<file path="src/rtl/clnw_pkg.sv">
// Shared types and constants for the character LCD number writer.
// Holds the request and bus-write word layouts, request codes and the init table.
// No dependencies.
`default_nettype none

package clnw_pkg;

	localparam int VALUE_W = 16;
	localparam int CNT_W   = 4;

	typedef enum logic [1:0] {
		FUNC_NUMBER = 2'd0,
		FUNC_CHAR   = 2'd1,
		FUNC_CLEAR  = 2'd2,
		FUNC_INIT   = 2'd3
	} func_t;

	typedef struct packed {
		func_t               func;
		logic [1:0]          row;
		logic [5:0]          column;
		logic [VALUE_W-1:0]  value;
		logic [4:0]          digit_count;
		logic [7:0]          character;
	} req_t;

	typedef struct packed {
		logic       is_data;
		logic [7:0] bus_byte;
		logic       last;
	} wr_t;

	localparam logic [1:0] ROW_TOP    = 2'd1;
	localparam logic [1:0] ROW_BOTTOM = 2'd2;

	localparam logic [7:0] CMD_CLEAR  = 8'h01;
	localparam logic [7:0] ASCII_ZERO = 8'h30;
	localparam logic [1:0] INIT_LAST  = 2'd3;

	localparam logic [7:0] INIT_SEQ [4] = '{8'h38, 8'h0C, 8'h06, 8'h01};

endpackage

`default_nettype wire

</file>
<file path="src/rtl/char_lcd_number_writer_unit.sv">
// Character LCD number writer: top level, turns requests into controller bus writes.
// Depends on clnw_pkg for the request and write word types and constants.
//
// Usage: a request word is taken on req when req_valid and req_ready are high at a
// clock edge; req_ready is high only while the sequencer is idle. Each request
// yields a run of bus-write words on wr (valid/ready), the final one marked last.
// A show-number request first runs a shift-and-add-3 binary to BCD conversion,
// one value bit per cycle, then emits one write per cycle while wr_ready is high:
// cursor, leading '0' pads, then digits. Other requests emit at once. A number
// request thus yields one cursor write plus one per digit place; a character request
// 2 writes, clear 1, init 4. Number or character requests with a bad position, and
// number requests with a zero digit count, produce no write; the block stays ready.
// The last write sits in an output register, so the next request is taken while
// it waits. If the receiver stalls, the output register holds its word and the
// sequencer waits. Reset empties the output register and returns to idle.
`default_nettype none

module char_lcd_number_writer_unit #(
	parameter int MAX_DIGITS  = 16,
	parameter int REAL_DIGITS = 5,
	parameter int MAX_COLUMN  = 40
) (
	input  wire logic          clk,
	input  wire logic          arst_n,
	input  wire logic          req_valid,
	output logic               req_ready,
	input  wire clnw_pkg::req_t req,
	output logic               wr_valid,
	input  wire logic          wr_ready,
	output clnw_pkg::wr_t      wr
);
	import clnw_pkg::*;

	localparam int PAD_W = $clog2(MAX_DIGITS + 1);
	localparam int DIG_W = $clog2(REAL_DIGITS + 1);
	localparam int BCD_W = 4 * REAL_DIGITS;

	typedef enum logic [1:0] {
		ST_IDLE,
		ST_CONV,
		ST_EMIT
	} state_t;

	state_t              state_q;
	func_t               func_q;
	logic                cursor_q;
	logic [7:0]          cursor_byte_q;
	logic [PAD_W-1:0]    pad_q;
	logic [DIG_W-1:0]    dig_q;
	logic [7:0]          char_q;
	logic [1:0]          init_idx_q;
	logic [VALUE_W-1:0]  shift_q;
	logic [BCD_W-1:0]    bcd_q;
	logic [CNT_W-1:0]    bit_cnt_q;
	logic                wr_valid_q;
	wr_t                 wr_q;

	logic                pos_ok;
	logic [5:0]          len_c;
	logic                len_over;
	logic [BCD_W-1:0]    bcd_adj;
	logic [DIG_W-1:0]    dig_sel;
	logic [3:0]          digit;
	logic                load;
	wr_t                 next_wr;

	assign req_ready = (state_q == ST_IDLE);
	assign wr_valid  = wr_valid_q;
	assign wr        = wr_q;

	assign pos_ok = (req.row == ROW_TOP || req.row == ROW_BOTTOM) && (req.column != 6'd0)
		&& ({1'b0, req.column} <= 7'(MAX_COLUMN));
	assign len_c    = ({1'b0, req.digit_count} > 6'(MAX_DIGITS)) ? 6'(MAX_DIGITS)
		: {1'b0, req.digit_count};
	assign len_over = len_c > 6'(REAL_DIGITS);

	always_comb begin
		for (int d = 0; d < REAL_DIGITS; d++) begin
			bcd_adj[d*4 +: 4] = (bcd_q[d*4 +: 4] >= 4'd5) ? bcd_q[d*4 +: 4] + 4'd3
				: bcd_q[d*4 +: 4];
		end
	end

	assign dig_sel = dig_q - 1'b1;
	assign digit   = bcd_q[{dig_sel, 2'b00} +: 4];
	assign load    = (state_q == ST_EMIT) && (!wr_valid_q || wr_ready);

	always_comb begin
		next_wr = '{is_data: 1'b0, bus_byte: cursor_byte_q, last: 1'b0};
		if (!cursor_q) begin
			unique case (func_q)
				FUNC_NUMBER: begin
					if (pad_q != '0) begin
						next_wr = '{is_data: 1'b1, bus_byte: ASCII_ZERO, last: 1'b0};
					end else begin
						next_wr = '{is_data: 1'b1, bus_byte: ASCII_ZERO | {4'd0, digit},
							last: (dig_q == DIG_W'(1))};
					end
				end
				FUNC_CHAR:  next_wr = '{is_data: 1'b1, bus_byte: char_q, last: 1'b1};
				FUNC_CLEAR: next_wr = '{is_data: 1'b0, bus_byte: CMD_CLEAR, last: 1'b1};
				FUNC_INIT: begin
					next_wr = '{is_data: 1'b0, bus_byte: INIT_SEQ[init_idx_q],
						last: (init_idx_q == INIT_LAST)};
				end
				default: next_wr = '{is_data: 1'b0, bus_byte: CMD_CLEAR, last: 1'b1};
			endcase
		end
	end

	always_ff @(posedge clk or negedge arst_n) begin
		if (!arst_n) begin
			state_q       <= ST_IDLE;
			func_q        <= FUNC_NUMBER;
			cursor_q      <= 1'b0;
			cursor_byte_q <= '0;
			pad_q         <= '0;
			dig_q         <= '0;
			char_q        <= '0;
			init_idx_q    <= '0;
			shift_q       <= '0;
			bcd_q         <= '0;
			bit_cnt_q     <= '0;
			wr_valid_q    <= 1'b0;
			wr_q          <= '0;
		end else begin
			if (load) begin
				wr_valid_q <= 1'b1;
				wr_q       <= next_wr;
			end else if (wr_ready) begin
				wr_valid_q <= 1'b0;
			end

			unique case (state_q)
				ST_IDLE: begin
					if (req_valid) begin
						func_q        <= req.func;
						char_q        <= req.character;
						init_idx_q    <= '0;
						cursor_byte_q <= {1'b1, (req.row == ROW_BOTTOM), req.column - 6'd1};
						shift_q       <= req.value;
						bcd_q         <= '0;
						bit_cnt_q     <= '0;
						pad_q         <= len_over ? PAD_W'(len_c - 6'(REAL_DIGITS)) : '0;
						dig_q         <= len_over ? DIG_W'(REAL_DIGITS) : DIG_W'(len_c);
						unique case (req.func)
							FUNC_NUMBER: begin
								cursor_q <= 1'b1;
								if (pos_ok && len_c != 6'd0) begin
									state_q <= ST_CONV;
								end
							end
							FUNC_CHAR: begin
								cursor_q <= 1'b1;
								if (pos_ok) begin
									state_q <= ST_EMIT;
								end
							end
							default: begin
								cursor_q <= 1'b0;
								state_q  <= ST_EMIT;
							end
						endcase
					end
				end
				ST_CONV: begin
					bcd_q     <= {bcd_adj[BCD_W-2:0], shift_q[VALUE_W-1]};
					shift_q   <= {shift_q[VALUE_W-2:0], 1'b0};
					bit_cnt_q <= bit_cnt_q + 1'b1;
					if (bit_cnt_q == CNT_W'(VALUE_W - 1)) begin
						state_q <= ST_EMIT;
					end
				end
				ST_EMIT: begin
					if (load) begin
						if (cursor_q) begin
							cursor_q <= 1'b0;
						end else if (func_q == FUNC_NUMBER) begin
							if (pad_q != '0) begin
								pad_q <= pad_q - 1'b1;
							end else begin
								dig_q <= dig_q - 1'b1;
							end
						end else if (func_q == FUNC_INIT) begin
							init_idx_q <= init_idx_q + 1'b1;
						end
						if (next_wr.last) begin
							state_q <= ST_IDLE;
						end
					end
				end
				default: state_q <= ST_IDLE;
			endcase
		end
	end

endmodule

`default_nettype wire

</file>
<file path="config.mk">
export PLATFORM = sky130hd
export DESIGN_NAME = char_lcd_number_writer_unit
export DESIGN_NICKNAME = d
export VERILOG_FILES = /design/src/rtl/clnw_pkg.sv /design/src/rtl/char_lcd_number_writer_unit.sv
export SDC_FILE = /design/constraint.sdc
export NUM_CORES = 1
export LEC_CHECK = 0
export BUFFER_PORTS_ARGS = -buffer_cell sky130_fd_sc_hd__buf_2
export CAP_MARGIN = 20
export CORE_UTILIZATION = 40
export DETAILED_ROUTE_END_ITERATION = 6
export PLACE_DENSITY_LB_ADDON = 0.15
export SLEW_MARGIN = 15
export SYNTH_ARGS = -nofsm -noshare
export SYNTH_HDL_FRONTEND = slang
export SYNTH_SLANG_ARGS = --single-unit
</file>
<file path="constraint.sdc">
create_clock -name clk -period 2.25 [get_ports clk]
set_clock_uncertainty 0.1 [all_clocks]
set_input_delay 0 -clock clk [delete_from_list [all_inputs] [get_ports clk]]
set_output_delay 0 -clock clk [all_outputs]
set_load 0.01 [all_outputs]
</file>
==> results.ini <==
[final_layout]
multi_input_area_sq_um=2270
synthToLayoutAreaGrowth_pct=23.8
regArea_sq_um=2050
drive_gt1_share_pct=17.2
num-fill-cells=1048
antenna_cells=0
finalNetCount=654

[critical_path]
cpPeakStageDelay_ns=0.38
crit_chain=inv_1 -> ha_1 -> nor4b_4 -> nor2_2 -> nor4_4 -> o21ai_1 -> a22oi_1
crit_type=reg2reg
worstReg2RegStart=pad_q[0]$_DFFE_PN0P_
path_buf_inv=1
start_kind=flip-flop
r2r_end=dig_q[2]$_DFFE_PN0P_
crit_path_end_kind=flip-flop
crit_path_top_delay_cell=dfrtp_1
critPathMaxFanout=6
cp_data_arrival_time_ns=2.05
crit_family=simple AND/OR/NAND/NOR gates
regToRegSetupSlack_ns=0.35
r2r_cells=7
crit_required_ns=2.40

[routing]
vias=3783
first_pass_iters=4
drc=0
drt_iter0_markers=194
wl_per_cell_um=15.2
wl_met1_um=5220
met3WireLength_um=329
drtAntennaViolNets=0
vias_per_cell=5.20
drt_wl_total_um=11000
met2_length_um=5370
routed.top_layer=met4

[clock_tree]
cts.sinks=82
cts-htree-levels=3
cts_max_path_buffers=2
cts_made_buffers=9
post_cts_buffers=0
clkTransAtPathRegs_ns=0.06
clkLatencyLatePin_ns=0.33
cts_tree=yes
cts_root_buf=clkbuf_16

[placed_design]
routabilityCongestion=0.773
dp_hpwl_um=7490
numPortBuffers=54

[power_and_ir_drop]
leakage_nw=2.57
ir_drop_v=0.000508
power.total_mw=5.91
power.density_nw_per_um2=1050

[floorplanning]
core_sq_um=10900
dieArea_sq_um=11800
die_h_um=108
ioPinCount=55
num_rows=38
initial_core_util_pct=41.4
die_width_um=108

[synth]
yosys.area.top_type=dfrtp_1
synth.yosys.seq_area_share_pct=45.3
synth_common_cells=99 x nand2_1, 82 x dfrtp_1, 42 x o21ai_0
synth-seq-cells=82
syn_area_sq_um=4530
avgSynthCellArea_sq_um=9.17
synth_ff_type=dfrtp_1
synth_nets=561
ys_warn_count=0
async_flop_share_pct=100
synth_edf_count=0
syn_inst=494
ys_types=49
yosys.area.top_type_share_pct=45.3
synth_area_leaders=dfrtp_1 45%, nand2_1 8.2%, ha_1 6.6%
synth.most_common_cell=nand2_1

[hold_path]
worstHoldStart=req[8]
hold_class=in2reg
whs_path_depth=4
worstHoldEndpoint=pad_q[0]$_DFFE_PN0P_

[sta]
hold_viol=0
final.period_utilization_pct=84.4
slew_viol_final=0
slew_headroom_pct=62.5
period_minus_slack_ns=1.90
worst_pin_slew_ns=0.556
fmax_ghz=0.526
setup_viol=0
tns_ns=0
rsz0062_at_grt=false

[flow_run]
cap_violations=0

[global_routing]
gr-total-overflow=0
grtUsageTotal_pct=20.3
grt_pass1_wl_um=18500
grt_pass1_vias=3822
grt_max_degree=46
antenna_found_initial=0

[status]
status=completed

## tightest hold or removal path, cell delays in order
cell,delay (ns)
buf_2,0.08
nand2b_1,0.11
nand4_1,0.12
o211ai_1,0.09
## state kept, by name, indices dropped and copies added, names as in the netlist
register / flops
bcd_q: 20
dig_q: 3
func_q: 2
bit_cnt_q: 4
init_idx_q: 2
wr: 10
shift_q: 16
state_q: 2
wr_valid: 1
pad_q: 5
cursor_q: 1
cursor_byte_q: 8
char_q: 8
## cell type report
type / instances / area share, %
Timing Repair Buffer: 108 / 14.0
Clock inverter: 2 / 0.178
Inverter: 23 / 1.54
Multi-Input combinational cell: 363 / 40.6
Sequential cell: 82 / 36.6
Clock buffer: 9 / 4.02
Tap cell: 140 / 3.12
## cells in the final DEF (no fill, tap or decap), types with 4 or more instances in the layout
master	instances
or3_1	5
a22oi_1	18
clkbuf_16	9
o31ai_1	7
buf_2	53
mux4_2	4
o21ai_0	42
ha_1	24
dfrtp_1	82
a21oi_1	28
nor3_1	6
xor2_1	6
buf_4	16
xnor2_1	9
nor2b_1	4
dlygate4sd3_1	38
inv_1	22
nand3_1	22
a32o_1	5
o32ai_1	4
nor2_1	22
nand2_1	99
mux2_2	5
nand2b_1	15
## repair_timing
item,CTS,global route
hold buffers,38,0
hold endpoints to repair,75,0
gates resized for setup,0,0
## logic make-up after synthesis
group / Yosys count / share of synthesized area, %
simple gates: 188 / 19.4
fa+ha+maj: 24 / 6.63
xor+xnor: 15 / 2.90
flops: 82 / 45.3
mux: 9 / 3.23
buf+inv: 49 / 4.59
compound gates: 127 / 18.0
## power breakdown
part | switching, mW | internal, mW | total [mW]
clock | 0.550 | 0.712 | 1.26
sequential | 0.358 | 1.97 | 2.33
combinational | 1.35 | 0.962 | 2.32
total | 2.26 | 3.65 | 5.91
## how the worst max path moves through the flow
stage                         start                    to  cells past startpoint
2_1_floorplan  dig_q[0]$_DFFE_PN0P_     wr[1]$_DFFE_PN0P_                      6
3_3_place_gp   pad_q[0]$_DFFE_PN0P_  dig_q[2]$_DFFE_PN0P_                      7
3_5_place_dp   pad_q[0]$_DFFE_PN0P_  dig_q[2]$_DFFE_PN0P_                      7
4_1_cts        pad_q[0]$_DFFE_PN0P_  dig_q[2]$_DFFE_PN0P_                      7
5_1_grt                     req[12]  dig_q[0]$_DFFE_PN0P_                      9
6_report       pad_q[0]$_DFFE_PN0P_  dig_q[2]$_DFFE_PN0P_                      7
## metrics by stage
stage                     hold slack, ns  area [sq um]  util [%]  std cells  setup slack, ns
after detailed placement         -0.0779          4990      45.7        678            0.349
after CTS                         0.0141          5610      51.3        727            0.336
after global routing              0.0464          5610      51.3        727            0.164
final                             0.0232          5610      51.3        727            0.351
after floorplan                   -0.396          4530         -        494            0.304
after global placement           -0.0836          4990      45.7        678            0.392
## metal layers
layer | vias to the layer above | GRT usage (%)
met3 | 7 | 3.80
met5 | - | 0
met4 | 0 | 5.60
li1 | 1896 | -
met2 | 54 | 34.2
met1 | 1826 | 26.4
No activity file was read; power rests on OpenSTA's default activity.
